File: src/rtl/core/ltok_pkg.sv
`default_nettype none
package ltok_pkg;

   localparam int unsigned MAX_TOKENS = 128;

   typedef enum logic [3:0] {
      MODE_IDLE    = 4'd0,
      MODE_IDENT   = 4'd1,
      MODE_ZERO    = 4'd2,
      MODE_HEXX    = 4'd3,
      MODE_HEX     = 4'd4,
      MODE_OCT     = 4'd5,
      MODE_DEC     = 4'd6,
      MODE_STR     = 4'd7,
      MODE_ESC     = 4'd8,
      MODE_SLASH   = 4'd9,
      MODE_COMMENT = 4'd10,
      MODE_SKIP    = 4'd11
   } lex_mode_type;

   localparam logic [1:0] ST_OK       = 2'd0;
   localparam logic [1:0] ST_INVALID  = 2'd1;
   localparam logic [1:0] ST_OVERFLOW = 2'd2;

   localparam logic [4:0] TY_PUNCT_BASE = 5'd10;
   localparam logic [4:0] TY_SLASH      = 5'd24;
   localparam logic [4:0] TY_STRING     = 5'd29;
   localparam logic [4:0] TY_INT        = 5'd30;
   localparam logic [4:0] TY_IDENT      = 5'd31;

   localparam logic [9:0] ALL_KW = 10'h3FF;

   localparam logic [7:0] CH_SLASH     = 8'h2F;
   localparam logic [7:0] CH_BACKSLASH = 8'h5C;
   localparam logic [7:0] CH_DQUOTE    = 8'h22;
   localparam logic [7:0] CH_SQUOTE    = 8'h27;
   localparam logic [7:0] CH_X_LOWER   = 8'h78;
   localparam logic [7:0] CH_X_UPPER   = 8'h58;
   localparam logic [7:0] CH_NUL       = 8'h00;

   // keyword text, right-justified, zero padded
   localparam logic [63:0] KW_TEXT [10] = '{
      "if", "else", "do", "while", "break",
      "continue", "goto", "const", "extern", "volatile"
   };
   localparam logic [3:0] KW_LEN [10] = '{
      4'd2, 4'd4, 4'd2, 4'd5, 4'd5, 4'd8, 4'd4, 4'd5, 4'd6, 4'd8
   };

   typedef struct packed {
      lex_mode_type mode;
      logic         quote_dq;
      logic [9:0]   kw_cands;
      logic [3:0]   ident_len;
      logic [7:0]   toks;
      logic [15:0]  line_cnt;
      logic [1:0]   status;
   } lex_state_type;

   typedef struct packed {
      logic        ch_last;
      logic [7:0]  ch;
   } req_type;

   typedef struct packed {
      logic        prev_end;
      logic [4:0]  prev_type;
      logic        byte_kept;
      logic        token_start;
      logic        token_end;
      logic [4:0]  token_type;
      logic [7:0]  tok_byte;
      logic        line_done;
      logic [7:0]  token_count;
      logic [1:0]  status;
      logic [15:0] line_number;
   } rsp_type;

   function automatic logic is_space(input logic [7:0] c);
      return (c == 8'h20) || (c inside {[8'h09:8'h0D]});
   endfunction

   function automatic logic is_digit(input logic [7:0] c);
      return c inside {[8'h30:8'h39]};
   endfunction

   function automatic logic is_oct(input logic [7:0] c);
      return c inside {[8'h30:8'h37]};
   endfunction

   function automatic logic is_alpha(input logic [7:0] c);
      return (c inside {[8'h61:8'h7A]}) || (c inside {[8'h41:8'h5A]}) || (c == 8'h5F);
   endfunction

   function automatic logic is_hex(input logic [7:0] c);
      return is_digit(c) || (c inside {[8'h61:8'h66]}) || (c inside {[8'h41:8'h46]});
   endfunction

   // punctuator lookup: {hit, type}; slash is handled separately
   function automatic logic [5:0] punct_lookup(input logic [7:0] c);
      logic [5:0] r;
      r = '0;
      case (c)
         8'h3A:   r = {1'b1, 5'd10};
         8'h3B:   r = {1'b1, 5'd11};
         8'h2C:   r = {1'b1, 5'd12};
         8'h7B:   r = {1'b1, 5'd13};
         8'h7D:   r = {1'b1, 5'd14};
         8'h5B:   r = {1'b1, 5'd15};
         8'h5D:   r = {1'b1, 5'd16};
         8'h28:   r = {1'b1, 5'd17};
         8'h29:   r = {1'b1, 5'd18};
         8'h3D:   r = {1'b1, 5'd19};
         8'h21:   r = {1'b1, 5'd20};
         8'h2B:   r = {1'b1, 5'd21};
         8'h2D:   r = {1'b1, 5'd22};
         8'h2A:   r = {1'b1, 5'd23};
         8'h7C:   r = {1'b1, 5'd25};
         8'h5E:   r = {1'b1, 5'd26};
         8'h26:   r = {1'b1, 5'd27};
         8'h40:   r = {1'b1, 5'd28};
         default: r = '0;
      endcase
      return r;
   endfunction

   function automatic logic [9:0] kw_narrow(input logic [9:0] cands, input logic [3:0] pos,
                                             input logic [7:0] c);
      logic [9:0] r;
      int         idx;
      r = '0;
      if (pos < 4'd8) begin
         for (int k = 0; k < 10; k++) begin
            if (cands[k] && (pos < KW_LEN[k])) begin
               idx = int'(KW_LEN[k]) - 1 - int'(pos);
               if (KW_TEXT[k][idx*8 +: 8] == c) r[k] = 1'b1;
            end
         end
      end
      return r;
   endfunction

   function automatic logic [4:0] kw_type(input logic [9:0] cands, input logic [3:0] len);
      logic [4:0] t;
      t = TY_IDENT;
      for (int k = 9; k >= 0; k--) begin
         if (cands[k] && (KW_LEN[k] == len)) t = 5'(k);
      end
      return t;
   endfunction

endpackage
`default_nettype wire

File: src/rtl/core/ltok_req_if.sv
`default_nettype none
interface ltok_req_if;
   logic       valid;
   logic       ready;
   logic [7:0] ch;
   logic       last_in_line;

   modport source (output valid, output ch, output last_in_line, input ready);
   modport sink (input valid, input ch, input last_in_line, output ready);
endinterface
`default_nettype wire

File: src/rtl/core/ltok_rsp_if.sv
`default_nettype none
interface ltok_rsp_if;
   logic        valid;
   logic        ready;
   logic        prev_end;
   logic [4:0]  prev_type;
   logic        byte_kept;
   logic        token_start;
   logic        token_end;
   logic [4:0]  token_type;
   logic [7:0]  tok_byte;
   logic        line_done;
   logic [7:0]  token_count;
   logic [1:0]  status;
   logic [15:0] line_number;

   modport source (output valid, output prev_end, output prev_type, output byte_kept,
                   output token_start, output token_end, output token_type,
                   output tok_byte, output line_done, output token_count,
                   output status, output line_number, input ready);
   modport sink (input valid, input prev_end, input prev_type, input byte_kept,
                 input token_start, input token_end, input token_type,
                 input tok_byte, input line_done, input token_count,
                 input status, input line_number, output ready);
endinterface
`default_nettype wire

File: src/rtl/core/ltok_step.sv
`default_nettype none
module ltok_step (
   input  ltok_pkg::lex_state_type state_cur,
   input  ltok_pkg::req_type       item,
   output ltok_pkg::lex_state_type state_nxt,
   output ltok_pkg::rsp_type       result
);

   ltok_pkg::lex_state_type s;
   ltok_pkg::rsp_type       r;
   logic                    do_fresh;
   logic [5:0]              pl;
   logic [4:0]              t;
   logic                    more;
   logic [7:0]              c;

   always_comb begin
      c        = item.ch;
      s        = state_cur;
      r        = '0;
      do_fresh = 1'b0;
      more     = 1'b0;
      t        = '0;
      pl       = ltok_pkg::punct_lookup(c);

      r.tok_byte    = c;
      r.line_number = state_cur.line_cnt + 16'd1;

      case (s.mode)
         ltok_pkg::MODE_IDLE: begin
            do_fresh = 1'b1;
         end
         ltok_pkg::MODE_SLASH: begin
            if (c == ltok_pkg::CH_SLASH) begin
               s.mode = ltok_pkg::MODE_COMMENT;
            end else begin
               s.mode = ltok_pkg::MODE_IDLE;
               t      = ltok_pkg::TY_SLASH;
               more   = 1'b1;
            end
         end
         ltok_pkg::MODE_IDENT: begin
            if (ltok_pkg::is_alpha(c) || ltok_pkg::is_digit(c)) begin
               s.kw_cands = ltok_pkg::kw_narrow(s.kw_cands, s.ident_len, c);
               if (s.ident_len != 4'd15) s.ident_len = s.ident_len + 4'd1;
               r.byte_kept  = 1'b1;
               r.token_type = ltok_pkg::TY_IDENT;
            end else begin
               t           = ltok_pkg::kw_type(s.kw_cands, s.ident_len);
               s.kw_cands  = ltok_pkg::ALL_KW;
               s.ident_len = '0;
               s.mode      = ltok_pkg::MODE_IDLE;
               more        = 1'b1;
            end
         end
         ltok_pkg::MODE_ZERO, ltok_pkg::MODE_HEXX, ltok_pkg::MODE_HEX,
         ltok_pkg::MODE_OCT, ltok_pkg::MODE_DEC: begin
            if ((s.mode == ltok_pkg::MODE_ZERO) &&
                ((c == ltok_pkg::CH_X_LOWER) || (c == ltok_pkg::CH_X_UPPER))) begin
               r.byte_kept  = 1'b1;
               r.token_type = ltok_pkg::TY_INT;
               s.mode       = ltok_pkg::MODE_HEXX;
            end else if (s.mode == ltok_pkg::MODE_HEXX) begin
               if (ltok_pkg::is_hex(c)) begin
                  r.byte_kept  = 1'b1;
                  r.token_type = ltok_pkg::TY_INT;
                  s.mode       = ltok_pkg::MODE_HEX;
               end else begin
                  s.status = ltok_pkg::ST_INVALID;
                  s.mode   = ltok_pkg::MODE_SKIP;
               end
            end else if ((s.mode == ltok_pkg::MODE_HEX) ? ltok_pkg::is_hex(c) :
                         (s.mode == ltok_pkg::MODE_DEC) ? ltok_pkg::is_digit(c) :
                         ltok_pkg::is_oct(c)) begin
               r.byte_kept  = 1'b1;
               r.token_type = ltok_pkg::TY_INT;
               if (s.mode == ltok_pkg::MODE_ZERO) s.mode = ltok_pkg::MODE_OCT;
            end else if (ltok_pkg::is_alpha(c)) begin
               s.status = ltok_pkg::ST_INVALID;
               s.mode   = ltok_pkg::MODE_SKIP;
            end else begin
               s.mode = ltok_pkg::MODE_IDLE;
               t      = ltok_pkg::TY_INT;
               more   = 1'b1;
            end
         end
         ltok_pkg::MODE_STR: begin
            if (c == ltok_pkg::CH_NUL) begin
               s.status = ltok_pkg::ST_INVALID;
               s.mode   = ltok_pkg::MODE_SKIP;
            end else begin
               r.byte_kept  = 1'b1;
               r.token_type = ltok_pkg::TY_STRING;
               if (c == ltok_pkg::CH_BACKSLASH) begin
                  s.mode = ltok_pkg::MODE_ESC;
               end else if (c == (s.quote_dq ? ltok_pkg::CH_DQUOTE : ltok_pkg::CH_SQUOTE)) begin
                  s.mode = ltok_pkg::MODE_IDLE;
                  if (s.toks >= 8'(ltok_pkg::MAX_TOKENS)) begin
                     s.status = ltok_pkg::ST_OVERFLOW;
                     s.mode   = ltok_pkg::MODE_SKIP;
                  end else begin
                     s.toks      = s.toks + 8'd1;
                     r.token_end = 1'b1;
                  end
               end
            end
         end
         ltok_pkg::MODE_ESC: begin
            if (c == ltok_pkg::CH_NUL) begin
               s.status = ltok_pkg::ST_INVALID;
               s.mode   = ltok_pkg::MODE_SKIP;
            end else begin
               r.byte_kept  = 1'b1;
               r.token_type = ltok_pkg::TY_STRING;
               s.mode       = ltok_pkg::MODE_STR;
            end
         end
         default: begin
         end
      endcase

      // pending token ends before this byte
      if (more) begin
         if (s.toks >= 8'(ltok_pkg::MAX_TOKENS)) begin
            s.status = ltok_pkg::ST_OVERFLOW;
            s.mode   = ltok_pkg::MODE_SKIP;
         end else begin
            s.toks      = s.toks + 8'd1;
            r.prev_end  = 1'b1;
            r.prev_type = t;
            do_fresh    = 1'b1;
         end
      end

      if (do_fresh) begin
         s.mode = ltok_pkg::MODE_IDLE;
         if (ltok_pkg::is_space(c)) begin
         end else if (c == ltok_pkg::CH_SLASH) begin
            r.byte_kept   = 1'b1;
            r.token_start = 1'b1;
            r.token_type  = ltok_pkg::TY_SLASH;
            s.mode        = ltok_pkg::MODE_SLASH;
         end else if (pl[5]) begin
            r.byte_kept   = 1'b1;
            r.token_start = 1'b1;
            r.token_type  = pl[4:0];
            if (s.toks >= 8'(ltok_pkg::MAX_TOKENS)) begin
               s.status = ltok_pkg::ST_OVERFLOW;
               s.mode   = ltok_pkg::MODE_SKIP;
            end else begin
               s.toks      = s.toks + 8'd1;
               r.token_end = 1'b1;
            end
         end else if ((c == ltok_pkg::CH_DQUOTE) || (c == ltok_pkg::CH_SQUOTE)) begin
            r.byte_kept   = 1'b1;
            r.token_start = 1'b1;
            r.token_type  = ltok_pkg::TY_STRING;
            s.quote_dq    = (c == ltok_pkg::CH_DQUOTE);
            s.mode        = ltok_pkg::MODE_STR;
         end else if (ltok_pkg::is_digit(c)) begin
            r.byte_kept   = 1'b1;
            r.token_start = 1'b1;
            r.token_type  = ltok_pkg::TY_INT;
            s.mode = (c == 8'h30) ? ltok_pkg::MODE_ZERO : ltok_pkg::MODE_DEC;
         end else if (ltok_pkg::is_alpha(c)) begin
            r.byte_kept   = 1'b1;
            r.token_start = 1'b1;
            r.token_type  = ltok_pkg::TY_IDENT;
            s.kw_cands    = ltok_pkg::kw_narrow(ltok_pkg::ALL_KW, 4'd0, c);
            s.ident_len   = 4'd1;
            s.mode        = ltok_pkg::MODE_IDENT;
         end else begin
            s.status = ltok_pkg::ST_INVALID;
            s.mode   = ltok_pkg::MODE_SKIP;
         end
      end

      if (item.ch_last) begin
         case (s.mode)
            ltok_pkg::MODE_IDENT, ltok_pkg::MODE_SLASH, ltok_pkg::MODE_ZERO,
            ltok_pkg::MODE_HEX, ltok_pkg::MODE_OCT, ltok_pkg::MODE_DEC: begin
               if (s.mode == ltok_pkg::MODE_IDENT)
                  t = ltok_pkg::kw_type(s.kw_cands, s.ident_len);
               else if (s.mode == ltok_pkg::MODE_SLASH)
                  t = ltok_pkg::TY_SLASH;
               else
                  t = ltok_pkg::TY_INT;
               if (s.toks >= 8'(ltok_pkg::MAX_TOKENS)) begin
                  s.status = ltok_pkg::ST_OVERFLOW;
               end else begin
                  s.toks       = s.toks + 8'd1;
                  r.token_end  = 1'b1;
                  r.token_type = t;
               end
            end
            ltok_pkg::MODE_HEXX, ltok_pkg::MODE_STR, ltok_pkg::MODE_ESC: begin
               s.status = ltok_pkg::ST_INVALID;
            end
            default: begin
            end
         endcase
         r.line_done   = 1'b1;
         r.token_count = s.toks;
         r.status      = s.status;
         s.mode        = ltok_pkg::MODE_IDLE;
         s.kw_cands    = ltok_pkg::ALL_KW;
         s.ident_len   = '0;
         s.quote_dq    = 1'b0;
         s.toks        = '0;
         s.status      = ltok_pkg::ST_OK;
         s.line_cnt    = s.line_cnt + 16'd1;
      end
   end

   assign state_nxt = s;
   assign result    = r;

endmodule
`default_nettype wire

File: src/rtl/core/line_tokenizer_unit.sv
// Path: a transferred byte is held in the input register, and its result is then loaded
// into the result register, from which it is offered on the result channel.
// Throughput: one byte per cycle while results are taken; the per-byte lexer step is a
// single pass of combinational logic between the two registers. Input stalls only while
// both are full and the held result is not taken.
// Reset (synchronous, active high): lexer idle, line count zero, both stages empty.
`default_nettype none
module line_tokenizer_unit (
   input  wire         clock,
   input  wire         reset,
   ltok_req_if.sink    req_chan,
   ltok_rsp_if.source  rsp_chan
);

   logic                    in_valid_ff, in_valid_in;
   ltok_pkg::req_type       in_data_ff;
   logic                    out_valid_ff, out_valid_in;
   ltok_pkg::rsp_type       out_data_ff;
   ltok_pkg::lex_state_type state_ff, state_in;
   ltok_pkg::lex_state_type state_nxt;
   ltok_pkg::rsp_type       step_rsp;
   logic                    advance;
   logic                    fire_in;

   ltok_step u_step (
      .state_cur (state_ff),
      .item      (in_data_ff),
      .state_nxt (state_nxt),
      .result    (step_rsp)
   );

   assign advance        = !out_valid_ff || rsp_chan.ready;
   assign req_chan.ready = !in_valid_ff || advance;
   assign fire_in        = req_chan.valid && req_chan.ready;

   always_comb begin
      in_valid_in  = in_valid_ff;
      out_valid_in = out_valid_ff;
      state_in     = state_ff;
      if (advance) begin
         in_valid_in  = fire_in;
         out_valid_in = in_valid_ff;
         if (in_valid_ff) state_in = state_nxt;
      end else if (fire_in) begin
         in_valid_in = 1'b1;
      end
   end

   always_ff @(posedge clock) begin
      if (reset) begin
         in_valid_ff       <= 1'b0;
         out_valid_ff      <= 1'b0;
         state_ff.mode      <= ltok_pkg::MODE_IDLE;
         state_ff.quote_dq  <= 1'b0;
         state_ff.kw_cands  <= ltok_pkg::ALL_KW;
         state_ff.ident_len <= '0;
         state_ff.toks      <= '0;
         state_ff.line_cnt  <= '0;
         state_ff.status    <= ltok_pkg::ST_OK;
      end else begin
         in_valid_ff  <= in_valid_in;
         out_valid_ff <= out_valid_in;
         state_ff     <= state_in;
      end
   end

   always_ff @(posedge clock) begin
      if (fire_in) begin
         in_data_ff.ch      <= req_chan.ch;
         in_data_ff.ch_last <= req_chan.last_in_line;
      end
      if (advance && in_valid_ff) begin
         out_data_ff <= step_rsp;
      end
   end

   assign rsp_chan.valid       = out_valid_ff;
   assign rsp_chan.prev_end    = out_data_ff.prev_end;
   assign rsp_chan.prev_type   = out_data_ff.prev_type;
   assign rsp_chan.byte_kept   = out_data_ff.byte_kept;
   assign rsp_chan.token_start = out_data_ff.token_start;
   assign rsp_chan.token_end   = out_data_ff.token_end;
   assign rsp_chan.token_type  = out_data_ff.token_type;
   assign rsp_chan.tok_byte    = out_data_ff.tok_byte;
   assign rsp_chan.line_done   = out_data_ff.line_done;
   assign rsp_chan.token_count = out_data_ff.token_count;
   assign rsp_chan.status      = out_data_ff.status;
   assign rsp_chan.line_number = out_data_ff.line_number;

   a_tok_bound: assert property (@(posedge clock) disable iff (reset)
      state_ff.toks <= 8'(ltok_pkg::MAX_TOKENS))
      else $error("token count beyond limit");

   a_skip_status: assert property (@(posedge clock) disable iff (reset)
      state_ff.mode == ltok_pkg::MODE_SKIP |-> state_ff.status != ltok_pkg::ST_OK)
      else $error("skipping line without error status");

   a_count_done: assert property (@(posedge clock) disable iff (reset)
      out_valid_ff && !out_data_ff.line_done |->
         out_data_ff.token_count == 8'd0 && out_data_ff.status == ltok_pkg::ST_OK)
      else $error("line summary outside line end");

   a_start_kept: assert property (@(posedge clock) disable iff (reset)
      out_valid_ff && out_data_ff.token_start |-> out_data_ff.byte_kept)
      else $error("token start on dropped byte");

   a_line_step: assert property (@(posedge clock) disable iff (reset)
      $past(!reset) && $past(advance && in_valid_ff && in_data_ff.ch_last) |->
         state_ff.line_cnt == $past(state_ff.line_cnt) + 16'd1)
      else $error("line counter not advanced at line end");

endmodule
`default_nettype wire

File: src/flat_wrapper.sv
// flat-port wrapper written by rule: the top's interface ports become plain ports
module line_tokenizer_unit_flat 
  (clock, reset, req_chan_valid, req_chan_ch, req_chan_last_in_line, req_chan_ready, rsp_chan_valid, rsp_chan_prev_end, rsp_chan_prev_type, rsp_chan_byte_kept, rsp_chan_token_start, rsp_chan_token_end, rsp_chan_token_type, rsp_chan_tok_byte, rsp_chan_line_done, rsp_chan_token_count, rsp_chan_status, rsp_chan_line_number, rsp_chan_ready);
  ltok_req_if req_chan_i ();
  ltok_rsp_if rsp_chan_i ();
  input  wire clock;
  input  wire reset;
  input wire logic [$bits(req_chan_i.valid)-1:0] req_chan_valid;
  input wire logic [$bits(req_chan_i.ch)-1:0] req_chan_ch;
  input wire logic [$bits(req_chan_i.last_in_line)-1:0] req_chan_last_in_line;
  output wire logic [$bits(req_chan_i.ready)-1:0] req_chan_ready;
  output wire logic [$bits(rsp_chan_i.valid)-1:0] rsp_chan_valid;
  output wire logic [$bits(rsp_chan_i.prev_end)-1:0] rsp_chan_prev_end;
  output wire logic [$bits(rsp_chan_i.prev_type)-1:0] rsp_chan_prev_type;
  output wire logic [$bits(rsp_chan_i.byte_kept)-1:0] rsp_chan_byte_kept;
  output wire logic [$bits(rsp_chan_i.token_start)-1:0] rsp_chan_token_start;
  output wire logic [$bits(rsp_chan_i.token_end)-1:0] rsp_chan_token_end;
  output wire logic [$bits(rsp_chan_i.token_type)-1:0] rsp_chan_token_type;
  output wire logic [$bits(rsp_chan_i.tok_byte)-1:0] rsp_chan_tok_byte;
  output wire logic [$bits(rsp_chan_i.line_done)-1:0] rsp_chan_line_done;
  output wire logic [$bits(rsp_chan_i.token_count)-1:0] rsp_chan_token_count;
  output wire logic [$bits(rsp_chan_i.status)-1:0] rsp_chan_status;
  output wire logic [$bits(rsp_chan_i.line_number)-1:0] rsp_chan_line_number;
  input wire logic [$bits(rsp_chan_i.ready)-1:0] rsp_chan_ready;
  assign req_chan_i.valid = req_chan_valid;
  assign req_chan_i.ch = req_chan_ch;
  assign req_chan_i.last_in_line = req_chan_last_in_line;
  assign req_chan_ready = req_chan_i.ready;
  assign rsp_chan_valid = rsp_chan_i.valid;
  assign rsp_chan_prev_end = rsp_chan_i.prev_end;
  assign rsp_chan_prev_type = rsp_chan_i.prev_type;
  assign rsp_chan_byte_kept = rsp_chan_i.byte_kept;
  assign rsp_chan_token_start = rsp_chan_i.token_start;
  assign rsp_chan_token_end = rsp_chan_i.token_end;
  assign rsp_chan_token_type = rsp_chan_i.token_type;
  assign rsp_chan_tok_byte = rsp_chan_i.tok_byte;
  assign rsp_chan_line_done = rsp_chan_i.line_done;
  assign rsp_chan_token_count = rsp_chan_i.token_count;
  assign rsp_chan_status = rsp_chan_i.status;
  assign rsp_chan_line_number = rsp_chan_i.line_number;
  assign rsp_chan_i.ready = rsp_chan_ready;
  line_tokenizer_unit u_core (.clock(clock), .reset(reset), .req_chan(req_chan_i), .rsp_chan(rsp_chan_i));
endmodule
File: config.mk
export PLATFORM = sky130hd
export DESIGN_NAME = line_tokenizer_unit_flat
export DESIGN_NICKNAME = d
export VERILOG_FILES = /design/src/rtl/core/ltok_pkg.sv /design/src/rtl/core/ltok_req_if.sv /design/src/rtl/core/ltok_rsp_if.sv /design/src/rtl/core/ltok_step.sv /design/src/rtl/core/line_tokenizer_unit.sv /design/src/flat_wrapper.sv
export SDC_FILE = /design/constraint.sdc
export NUM_CORES = 1
export LEC_CHECK = 0
export BUFFER_PORTS_ARGS = -buffer_cell sky130_fd_sc_hd__clkbuf_2
export CAP_MARGIN = 15
export CELL_PAD_IN_SITES_DETAIL_PLACEMENT = 1
export CELL_PAD_IN_SITES_GLOBAL_PLACEMENT = 1
export CORE_MARGIN = 5
export CORE_UTILIZATION = 51
export CTS_BUF_LIST = sky130_fd_sc_hd__clkbuf_8
export CTS_CLUSTER_SIZE = 25
export DETAILED_ROUTE_END_ITERATION = 12
export PLACE_DENSITY = 0.95
export REMOVE_ABC_BUFFERS = 1
export SLEW_MARGIN = 10
export SYNTH_ARGS = -nofsm -noshare
export SYNTH_HDL_FRONTEND = slang
export SYNTH_SLANG_ARGS = --single-unit
export TNS_END_PERCENT = 30
File: constraint.sdc
create_clock -name clock -period 8.1 [get_ports clock]
set_input_delay 0.81 -clock clock [delete_from_list [all_inputs] [get_ports clock]]
set_output_delay 0.81 -clock clock [all_outputs]
set_load 0.005 [all_outputs]
; ---- Word-level counts from Yosys, hierarchy flattened
; Index checks and enable logic that the tools add are counted.
[op_classes]
eq_ne = 78
reduce_logical = 66
n_lt_le_gt_ge = 20
n_bitwise = 2
muxes = 182
n_shift = 10
addsub = 11
[op_table]
columns = operator, count
row1 = $shiftx 64x8->8 const A, 10
row2 = $mux 5, 38
row3 = $eq 8x6->1 const B, 16
row4 = $pmux 6 s18, 1
row5 = $mux 8, 13
row6 = $eq 8x7->1 const B, 11
row7 = $mux 4, 22
row8 = $eq 8x8->1, 10
row9 = $mux 14, 5
row10 = $eq 7x8->1 const A, 8
row11 = $mux 1, 55
row12 = $mux 27, 2
row13 = $mux 2, 26
row14 = $mux 45, 1
row15 = $logic_and 1x1->1, 40
row16 = $add 8x1->8 const B, 4
row17 = $eq 4x3->1 const B, 8
row18 = $ge 8x8->1 const B, 4
row19 = $le 8x7->1 const B, 4
row20 = $mux 6, 5
row21 = $eq 3x4->1 const A, 6
row22 = $mux 23, 1
row23 = $pmux 4 s5, 1
row24 = $pmux 5 s4, 1
row25 = 42 further kinds, 77
[word_totals]
input_bits = 13
word_cells = 391
out_inout_bits = 51
register_bits = 105

; ---- Longest topological paths before layout
; Gate-level depths: netlist (run 1).
[depth]
word_depth = 32
mapped_depth = 18
mapped_depth_nobuf = 15

; ---- Modules after synthesis
; A second synthesis (run 1) with hierarchy kept.
[unflattened]
cells_unflattened = 1146
hier_area_um2 = 9470.3
[by_module_without_submodules]
columns = mod, cells_each, instances, seq_area_each_um2, area_each_um2
row1 = ltok_step, 883, 1, 0.0, 5630.4
row2 = line_tokenizer_unit, 263, 1, 2682.6, 3839.9

; ---- Worst setup path before layout (run 1)
; Ideal clock, no wire load.
[synth_timing]
kind = reg-to-reg
from = reg u_core.in_data_ff[4] in the netlist's numbering
to = reg u_core.out_data_ff (netlist bit u_core.rsp_chan.token_type[2]), data pin
stages_incl_launch_ff = 19
period_less_slack_ns = 4.489
path_buffers = 3
required_ns = 7.823
slack_ns = 3.611
setup_ns = 0.277
arrival_ns = 4.212
path_cell_list = edfxtp_1 -> buf_2 -> or4b_4 -> buf_2 -> a211o_1 -> nor4_1 -> xnor2_1 -> inv_1 -> ha_1 -> nor2b_1 -> nand2_1 -> nor3_1 -> o41a_1 -> or3_4 -> o21bai_4 -> nor4_4 -> buf_6 -> a221oi_1 -> a41oi_1
[synth_rtl]
columns = item, line_no
row1 = "start, declared", line_tokenizer_unit.sv:16  ; ltok_pkg::req_type in_data_ff;
row2 = "end signal, assigned", line_tokenizer_unit.sv:73  ; out_data_ff <= step_rsp;
row3 = "end, declared", line_tokenizer_unit.sv:18  ; ltok_pkg::rsp_type out_data_ff;

; ---- Worst setup path after layout (run 1)
[layout_timing]
from = reg u_core.in_data_ff[0] in the netlist's numbering
to = reg u_core.out_data_ff (netlist bit u_core.rsp_chan.token_count[6]), data pin
[layout_between]
elab_chain_len = 19
elab_cells_between_ends = 115
classes_between = add/sub (3) / order compare (14) / eq/ne (34) / mux (46) / reduce/logical (18)
[layout_rtl]
columns = item, line_no
row1 = $ge 8x7->1 (tied with other cells), "ltok_pkg.sv:92, ltok_pkg.sv:96"
row2 = $logic_and 1x1->1 (on tied branches), "ltok_pkg.sv:92, ltok_pkg.sv:84, ltok_pkg.sv:96"
row3 = $logic_or 1x1->1 (on tied branches) (2 in series), "ltok_pkg.sv:92, ltok_pkg.sv:96"
row4 = $mux 1 (on tied branches), "ltok_step.sv:78, ltok_step.sv:72"
row5 = $mux 1, ltok_step.sv:72  ; end else if ((s.mode == ltok_pkg::MODE_HEX) ? ltok_pkg::is_hex(c) :
row6 = $mux 1, ltok_step.sv:63  ; end else if (s.mode == ltok_pkg::MODE_HEXX) begin
row7 = $mux 1, ltok_step.sv:58  ; if ((s.mode == ltok_pkg::MODE_ZERO) &&
row8 = $pmux 1 s3, ltok_step.sv:29  ; case (s.mode)
row9 = (+2 left out), -
row10 = $mux 8 / $mux 4 (equally long branches), ltok_step.sv:147  ; if (s.toks >= 8'(ltok_pkg::MAX_TOKENS)) begin
row11 = $mux 8 / $mux 4 (equally long branches), ltok_step.sv:143  ; end else if (pl[5]) begin
row12 = $mux 23 / $mux 4 (equally long branches), ltok_step.sv:138  ; end else if (c == ltok_pkg::CH_SLASH) begin
row13 = $mux 27, ltok_step.sv:137  ; if (ltok_pkg::is_space(c)) begin
row14 = $mux 27 (*), ltok_step.sv:135  ; if (do_fresh) begin
row15 = $add 8x1->8 (tied with other cells), ltok_step.sv:191  ; s.toks = s.toks + 8'd1;
row16 = $mux 8 / $reduce_or 6->1 (equally long branches), "ltok_step.sv:188, ltok_step.sv:179"
row17 = $mux 8 (*), ltok_step.sv:179  ; case (s.mode)
; Mark *: on every way between the ends. The rest lies on a longest branch, timed or not. The select of a mux whose other input is x is not followed.
; A chain may end at the register's enable or synchronous reset.

==> metrics.txt, run 1 <==
Reg clk slew, reported paths 120 ps; ys async rst share 0%; commonest non-fill, non-tap cell in the layout nor2_1; LEAKAGE 3.21 nW; max cap viols 0; TritonCTS clock tree yes; CP delay by family, top simple AND/OR/NAND/NOR gates; Hold Violations, Final 0; launching point of the worst reg2reg path u_core.in_data_ff[0]; die height 139 um; Post-DRT Antenna Nets 0; Clock Skews 12.3 ps; Reg area 2680 um2; # diodes 0; Max VDD drop 0.000140 V; crit start category flip-flop; synthesized area 8450 um2; ranking of synthesized cells by area edfxtp_1, dfxtp_1, nor2_1; FF-to-FF path depth 16; Tcrit/Tclk final 72.2%; Num CTS Buffers 9; most frequent cells in the layout nor2_1, nand2_1, a21oi_1; outcome complete, no violations; r2r endpoint u_core.rsp_chan.token_count[6]; final non-filler cell total 1,284; total number of vias 8,921; dpl hpwl 22.0 mm; worst stage delay on the critical path 790 ps; final setup margin 2250 ps; CP Class reg -> reg; Crit. Startpoint u_core.in_data_ff[0]; placed instance count 1,268; actual slew at the worst max-slew pin 1030 ps; RSZ-0062 raised after global routing false; Max Fclk 171 MHz; number of synthesized register bits 105; CTS hold repair buffers 0; DR vias/cell 6.95; setup TNS 0 ps; flop2flop setup slack 2250 ps; final core utilization 55.3%; PortBufs 63; PD cells 137 nW/um2; Pre-Repair DR Iteration Count 5; Final Total Pwr 1.24 mW; crit path cell chain buf_4 -> or3b_2 -> a211o_1 -> nor4_1 -> xnor2_1 -> inv_1 -> ha_1 -> nor2b_1 -> nand2_1 -> a21oi_1 -> xor2_1 -> or3_4 -> o21bai_4 -> nor4_4 -> nand4_1 -> mux2i_1; Post-synth top flop edfxtp_1; cell accounting for the most synthesized area edfxtp_1; post_cts resized 0; deepest clock path buffer count 2; crit path time final 5850 ps; CP Max Fanout 28; core area 16,400 um2; # Post-CTS Setup Buffers 0; Initial DRC Count 1,201; total track usage 31.3%; worst skew pair latency 410 ps; Synth Instances 1,047; CP endpoint kind flip-flop; # DRC 0; Yosys top cell area share 20.6%; Yosys cell types 96; Final #Nets 1,089; initial antenna violation count 0; largest net degree at the start of global routing 53; H-tree depth 3; hold crit path type reg -> reg; crit path DAT 6020 ps; Rel. slew slack 30.2%; Levels on crit path 16; grt total ovfl 0; Worst Setup EP u_core.rsp_chan.token_count[6]; area grow syn2layout 7.37%; sequential share of the synthesized area 31.7%; Setup WS pre-CTS 2430 ps; Bufs and invs on worst path 2; Routed WL 30.8 mm; Starting Density 51.5%; global-route wire length before repair 49.8 mm; clock sinks 105; vias in the first global route 9,028; fraction of layout cells with a size suffix above 1 12.9%; Critical-path top delay cell edfxtp_1; WP data required 8270 ps; syn_area_per_cell 8.07 um2; EDFF count, synth 58; clk root buf clkbuf_8; fin. max-slew vios 0; Placer Congestion 0.942; final setup fails 0; DIE AREA 19,200 um2; fillers 1,988; Std-Cell Rows 47; post-DR wirelength/cell 24.0 um; Synth Warn # 0; IO Pins 64; Die W 139 um; area of the multi-input gates 5370 um2
==> worst min-delay path: stages (launching register included) <==
cell     delay [ps]
dfxtp_1         340
nand2_1          60
a21oi_1          50
==> sequential cells by signal (all words and copies together), names as in the netlist <==
register / cells
u_core.rsp_chan.prev_end: 1
u_core.rsp_chan.token_type: 5
u_core.rsp_chan.valid: 1
u_core.rsp_chan.prev_type: 5
u_core.rsp_chan.line_number: 16
u_core.rsp_chan.token_count: 8
u_core.state_ff: 45
u_core.in_valid_ff: 1
u_core.rsp_chan.status: 2
u_core.rsp_chan.token_end: 1
u_core.rsp_chan.byte_kept: 1
u_core.rsp_chan.token_start: 1
u_core.rsp_chan.tok_byte: 8
u_core.in_data_ff: 9
u_core.rsp_chan.line_done: 1
==> cells by family (layout without fill, tap and decap cells) <==
family                   Yosys count  count (layout)  synth area share, %
AO/OA/AOI/OAI                    301             301                 24.6
adder cells (fa/ha/maj)           17              17                 2.52
buffers and inverters            104             121                 4.77
multiplexers                      14              14                 1.70
XOR/XNOR                          67              67                 6.94
AND/OR/NAND/NOR                  439             439                 27.7
flip-flops                       105             105                 31.7
==> layout make-up <==
class                           instances  share of cell area [%]
Multi-Input combinational cell        838                    59.1
Clock buffer                            9                    1.36
Clock inverter                          7                    1.03
Sequential cell                       105                    29.6
Tap cell                              220                    3.03
Timing Repair Buffer                   79                    4.80
Inverter                               26                    1.08
==> synthesized netlist by cell type (9+ instances only) <==
cell type and n:
nor2_1 112, nand2_1 85, a21oi_1 68, clkbuf_1 66, edfxtp_1 58, o21ai_0 53, dfxtp_1 47, nand3_1 43
xnor2_1 36, nor3_1 34, xor2_1 31, a31oi_1 29, inv_1 23, o211ai_1 18, ha_1 17, nand4_1 17
and3_1 16, nor2b_1 16, a22oi_1 15, nand2b_1 14, and2_1 12, mux2i_1 11, nor4_1 11, or3_1 11
nor3b_1 9, o31ai_1 9
==> metal layers <==
metal  track usage, %  share of wire [%]  up-vias  wire [um]
met5                0                  0        -          0
met4             14.4                5.1        0       1580
met3             4.66                8.1      138       2510
met2             52.6                 47      541      14500
met1             39.7                 40     4292      12300
li1                 -                  -     3950          -
==> worst min path at each step <==
stage	startpoint	end	slack, ps	depth (start not counted)
after CTS	u_core.state_ff[3]	u_core.state_ff[3]	490	2
after floorplan	u_core.state_ff[3]	u_core.state_ff[3]	440	2
after detailed placement	u_core.state_ff[3]	u_core.state_ff[3]	470	2
after global placement	u_core.state_ff[3]	u_core.state_ff[3]	460	2
after global routing	u_core.state_ff[3]	u_core.state_ff[3]	510	2
final	u_core.state_ff[3]	u_core.state_ff[3]	490	2
==> report_power, final <==
part	total [mW]	internal, mW	leakage, nW	switching, mW
Clock	0.361	0.128	0.107	0.233
Sequential	0.616	0.588	0.919	0.0287
Combinational	0.263	0.0901	2.18	0.173
Total	1.24	0.805	3.21	0.435
==> per-stage QoR <==
stage	cell area (um2)	hold WS [ps]
after floorplan	8150	443
after detailed placement	8860	474
after CTS	9080	492
after global routing	9080	514
after global placement	8860	461
final	9080	485
Power figures use the tool's default switching activity.
==> run 2: changes to the inputs <==
ABC_AREA = 1   (was default)
CORE_UTILIZATION = 41   (was 51)
PLACE_DENSITY = 0.87   (was 0.95)
clock period = 5 ns   (was 8.1 ns; I/O delays follow)
==> run 2 against run 1 <==
  * Highest routed layer unchanged
  * Sequential share of layout area fell by 0.53 points
  * First-iteration DRC count fell by 46%
  * Utilization fell by 9.6 points
  * Clock power rose by 66%
  * Non-clock buffer count fell by 5
  * Critical path type unchanged
  * Hold slack got worse by 210 ps
  * Area after synthesis fell by 0.19%
  * Combinational power rose by 83%
  * Cell count rose by 25%
==> metrics.txt, run 2 <==
H-tree depth 3 (unchanged); Pre-Repair DR Iteration Count 5 (unchanged); clock sinks 105 (unchanged); EDFF count, synth 58 (unchanged); crit start category flip-flop (unchanged); most instantiated cells after synthesis nand2_1, nor2_1, inv_1, nand3_1, o21ai_0 (was nor2_1, nand2_1, a21oi_1, clkbuf_1, edfxtp_1); post-DR wirelength/cell 18.6 um (was 24.0 um); max cap viols 0 (unchanged); flop2flop setup slack 680 ps (was 2250 ps); Rel. slew slack 32.5% (was 30.2%); syn_area_per_cell 6.62 um2 (was 8.07 um2); sequential share of the synthesized area 31.8% (was 31.7%); Most flops, register u_core.state_ff (unchanged); hold crit path type in -> reg (was reg -> reg); Std-Cell Rows 52 (was 47); Max Fclk 231 MHz (was 171 MHz); CTS hold repair buffers 0 (unchanged); GR peak layer met2 (unchanged); count leader, synth nand2_1 (was nor2_1); Reg power frac 48.2% (was 49.7%); synthesized area 8440 um2 (was 8450 um2); PD cells 226 nW/um2 (was 137 nW/um2); cell accounting for the most synthesized area edfxtp_1 (unchanged); Die W 153 um (was 139 um); setup TNS 0 ps (unchanged); internal power 1.32 mW (was 805 uW); total track usage 24.9% (was 31.3%); FF-to-FF path depth 25 (was 16); RSZ-0062 raised after global routing false (unchanged); dpl hpwl 22.9 mm (was 22.0 mm); Synth Instances 1,275 (was 1,047); final core utilization 45.7% (was 55.3%); Placer Congestion 0.942 (about the same); initial antenna violation count 0 (unchanged); final setup margin 676 ps (was 2250 ps); LEAKAGE 4.15 nW (was 3.21 nW); final non-filler cell total 1,600 (was 1,284); final setup fails 0 (unchanged); most frequent cells in the layout nand2_1, nor2_1, inv_1 (was nor2_1, nand2_1, a21oi_1); Switching Power 769 uW (was 435 uW); CP Max Fanout 16 (was 28); Setup WS pre-CTS 778 ps (was 2430 ps); grt total ovfl 0 (unchanged); largest net degree at the start of global routing 63 (was 53); launching point of the worst reg2reg path u_core.in_data_ff[4] (was u_core.in_data_ff[0]); crit path DAT 4490 ps (was 6020 ps); IO Pins 64 (unchanged); Post-DRT Antenna Nets 0 (unchanged); number of synthesized register bits 105 (unchanged); Crit. Startpoint u_core.in_data_ff[4] (was u_core.in_data_ff[0]); DR vias/cell 5.54 (was 6.95); CP Class reg -> reg (unchanged); Reg clk slew, reported paths 120 ps (about the same); met3 usage 2.52% (was 4.66%); # DRC 0 (unchanged); Hold Violations, Final 0 (unchanged); ranking of synthesized cells by area edfxtp_1, nand2_1, dfxtp_1 (was edfxtp_1, dfxtp_1, nor2_1); # Post-CTS Setup Buffers 0 (unchanged); deepest clock path buffer count 2 (unchanged); PortBufs 63 (unchanged); commonest non-fill, non-tap cell in the layout nand2_1 (was nor2_1); worst skew pair latency 410 ps (about the same); Post-synth top flop edfxtp_1 (unchanged); post_cts resized 0 (unchanged); Tcrit/Tclk final 86.5% (was 72.2%); Routed WL 29.8 mm (was 30.8 mm); TritonCTS clock tree yes (unchanged); placed instance count 1,584 (was 1,268); Starting Density 41.7% (was 51.5%); Yosys cell types 55 (was 96); area grow syn2layout 9.54% (was 7.37%); Num CTS Buffers 9 (unchanged); switching fraction of total power 36.9% (was 35.1%); outcome complete, no violations (unchanged); WP data required 5170 ps (was 8270 ps); crit path time final 4320 ps (was 5850 ps); fin. max-slew vios 0 (unchanged); ys async rst share 0% (unchanged); clk root buf clkbuf_8 (unchanged); clock power share 28.7% (was 29.1%); actual slew at the worst max-slew pin 1010 ps (was 1030 ps); Worst Setup EP u_core.rsp_chan.token_count[6] (unchanged); area of the multi-input gates 5000 um2 (was 5370 um2); total number of vias 8,865 (was 8,921); vias in the first global route 9,136 (was 9,028); global-route wire length before repair 48.2 mm (was 49.8 mm); r2r endpoint u_core.rsp_chan.token_count[6] (unchanged); Clock Skews 21.1 ps (was 12.3 ps); Max VDD drop 0.000166 V (was 0.000140 V); Final #Nets 1,355 (was 1,089); Yosys top cell area share 20.6% (about the same); die height 153 um (was 139 um); Initial DRC Count 644 (was 1,201); Reg area 2680 um2 (unchanged); CP endpoint kind flip-flop (unchanged); core area 20,200 um2 (was 16,400 um2); Comb power frac 23.1% (was 21.2%); Largest register FFs 45 (unchanged); GR Util met1 32.6% (was 39.7%); DIE AREA 23,500 um2 (was 19,200 um2); fraction of layout cells with a size suffix above 1 13.6% (was 12.9%); met2 Use GR 44.0% (was 52.6%); Synth Warn # 0 (unchanged); fillers 2,727 (was 1,988); # diodes 0 (unchanged)
run 2: cell count changes after synthesis, sizes merged, moves of 30 or more:
cell	delta
nand3	+57
clkbuf	-44
nor2	+46
inv	+132
o21ai	+30
xnor2	-35
nand2	+306
run 2: how the worst min path moves through the flow:
stage	endpoint	slack (ps)	from	cells past startpoint
5_1_grt	u_core.in_data_ff[2]	260	req_chan_ch[2]	1
6_report	u_core.in_data_ff[0]	270	req_chan_ch[0]	1
3_5_place_dp	u_core.state_ff[0]	470	u_core.state_ff[0]	2
3_3_place_gp	u_core.state_ff[0]	450	u_core.state_ff[0]	2
4_1_cts	u_core.in_data_ff[2]	260	req_chan_ch[2]	1
2_1_floorplan	u_core.state_ff[0]	440	u_core.state_ff[0]	2
run 2: critical path, cell delays in order (launching register included):
cell and delay, ps:
edfxtp_1 630, inv_2 210, nand2_2 110, nor2_2 470, nand3_2 280, nand2_1 130
nand2_1 50, nand2_1 60, nand2_1 120, inv_1 110, ha_1 230, o21ai_1 130
nand2_1 60, o21ai_1 190, inv_2 70, ha_1 230, inv_1 60, nor2_1 50
nand2_1 140, nand3_1 100, nand2_1 180, inv_1 150, nand3_1 130, nand2_1 60
inv_1 70, nor2_1 50
run 2: cell type report:
cell class                 instances  share of cell area, %
multi-input combinational        975                   54.1
sequential                       105                   29.0
inverter                         160                   6.59
timing repair buffer              74                   4.31
tap                              270                   3.66
clock buffer                       9                   1.34
clock inverter                     7                   1.02
run 2: per-stage QoR:
step / hold slack (ps) / area, um2 / total power [mW]
6_report: 272 / 9240 / 2.08
5_1_grt: 257 / 9240 / 2.19
4_1_cts: 259 / 9240 / 2.09
3_5_place_dp: 472 / 9020 / 1.50
3_3_place_gp: 454 / 9020 / 1.48
2_1_floorplan: 439 / 8280 / 1.33
run 2: routing by layer:
metal / wire length, um / part of all wire [%] / vias up
li1: - / - / 4280
met1: 13100 / 44 / 4306
met2: 14700 / 49 / 241
met3: 1470 / 4.9 / 38
met4: 533 / 1.8 / 0
met5: 0 / 0 / -
run 2: kinds of logic (layout without fill, tap and decap cells):
kind of cell	Yosys count	after routing	share of synthesized area (%)
AO/OA/AOI/OAI	203	203	13.9
XOR/XNOR	39	39	4.27
adder cells (fa/ha/maj)	17	17	2.52
buffers and inverters	195	250	9.08
flip-flops	105	105	31.8
AND/OR/NAND/NOR	716	716	38.4
run 2: power groups by stage:
| stage | combinational, mW | clock (mW) | sequential (mW) |
|---|---|---|---|
| 2_1_floorplan | 0.317 | 0 | 1.02 |
| 3_3_place_gp | 0.462 | 0 | 1.02 |
| 3_5_place_dp | 0.476 | 0 | 1.02 |
| 4_1_cts | 0.479 | 0.607 | 1.01 |
| 5_1_grt | 0.531 | 0.647 | 1.01 |
| 6_report | 0.481 | 0.598 | 1.01 |
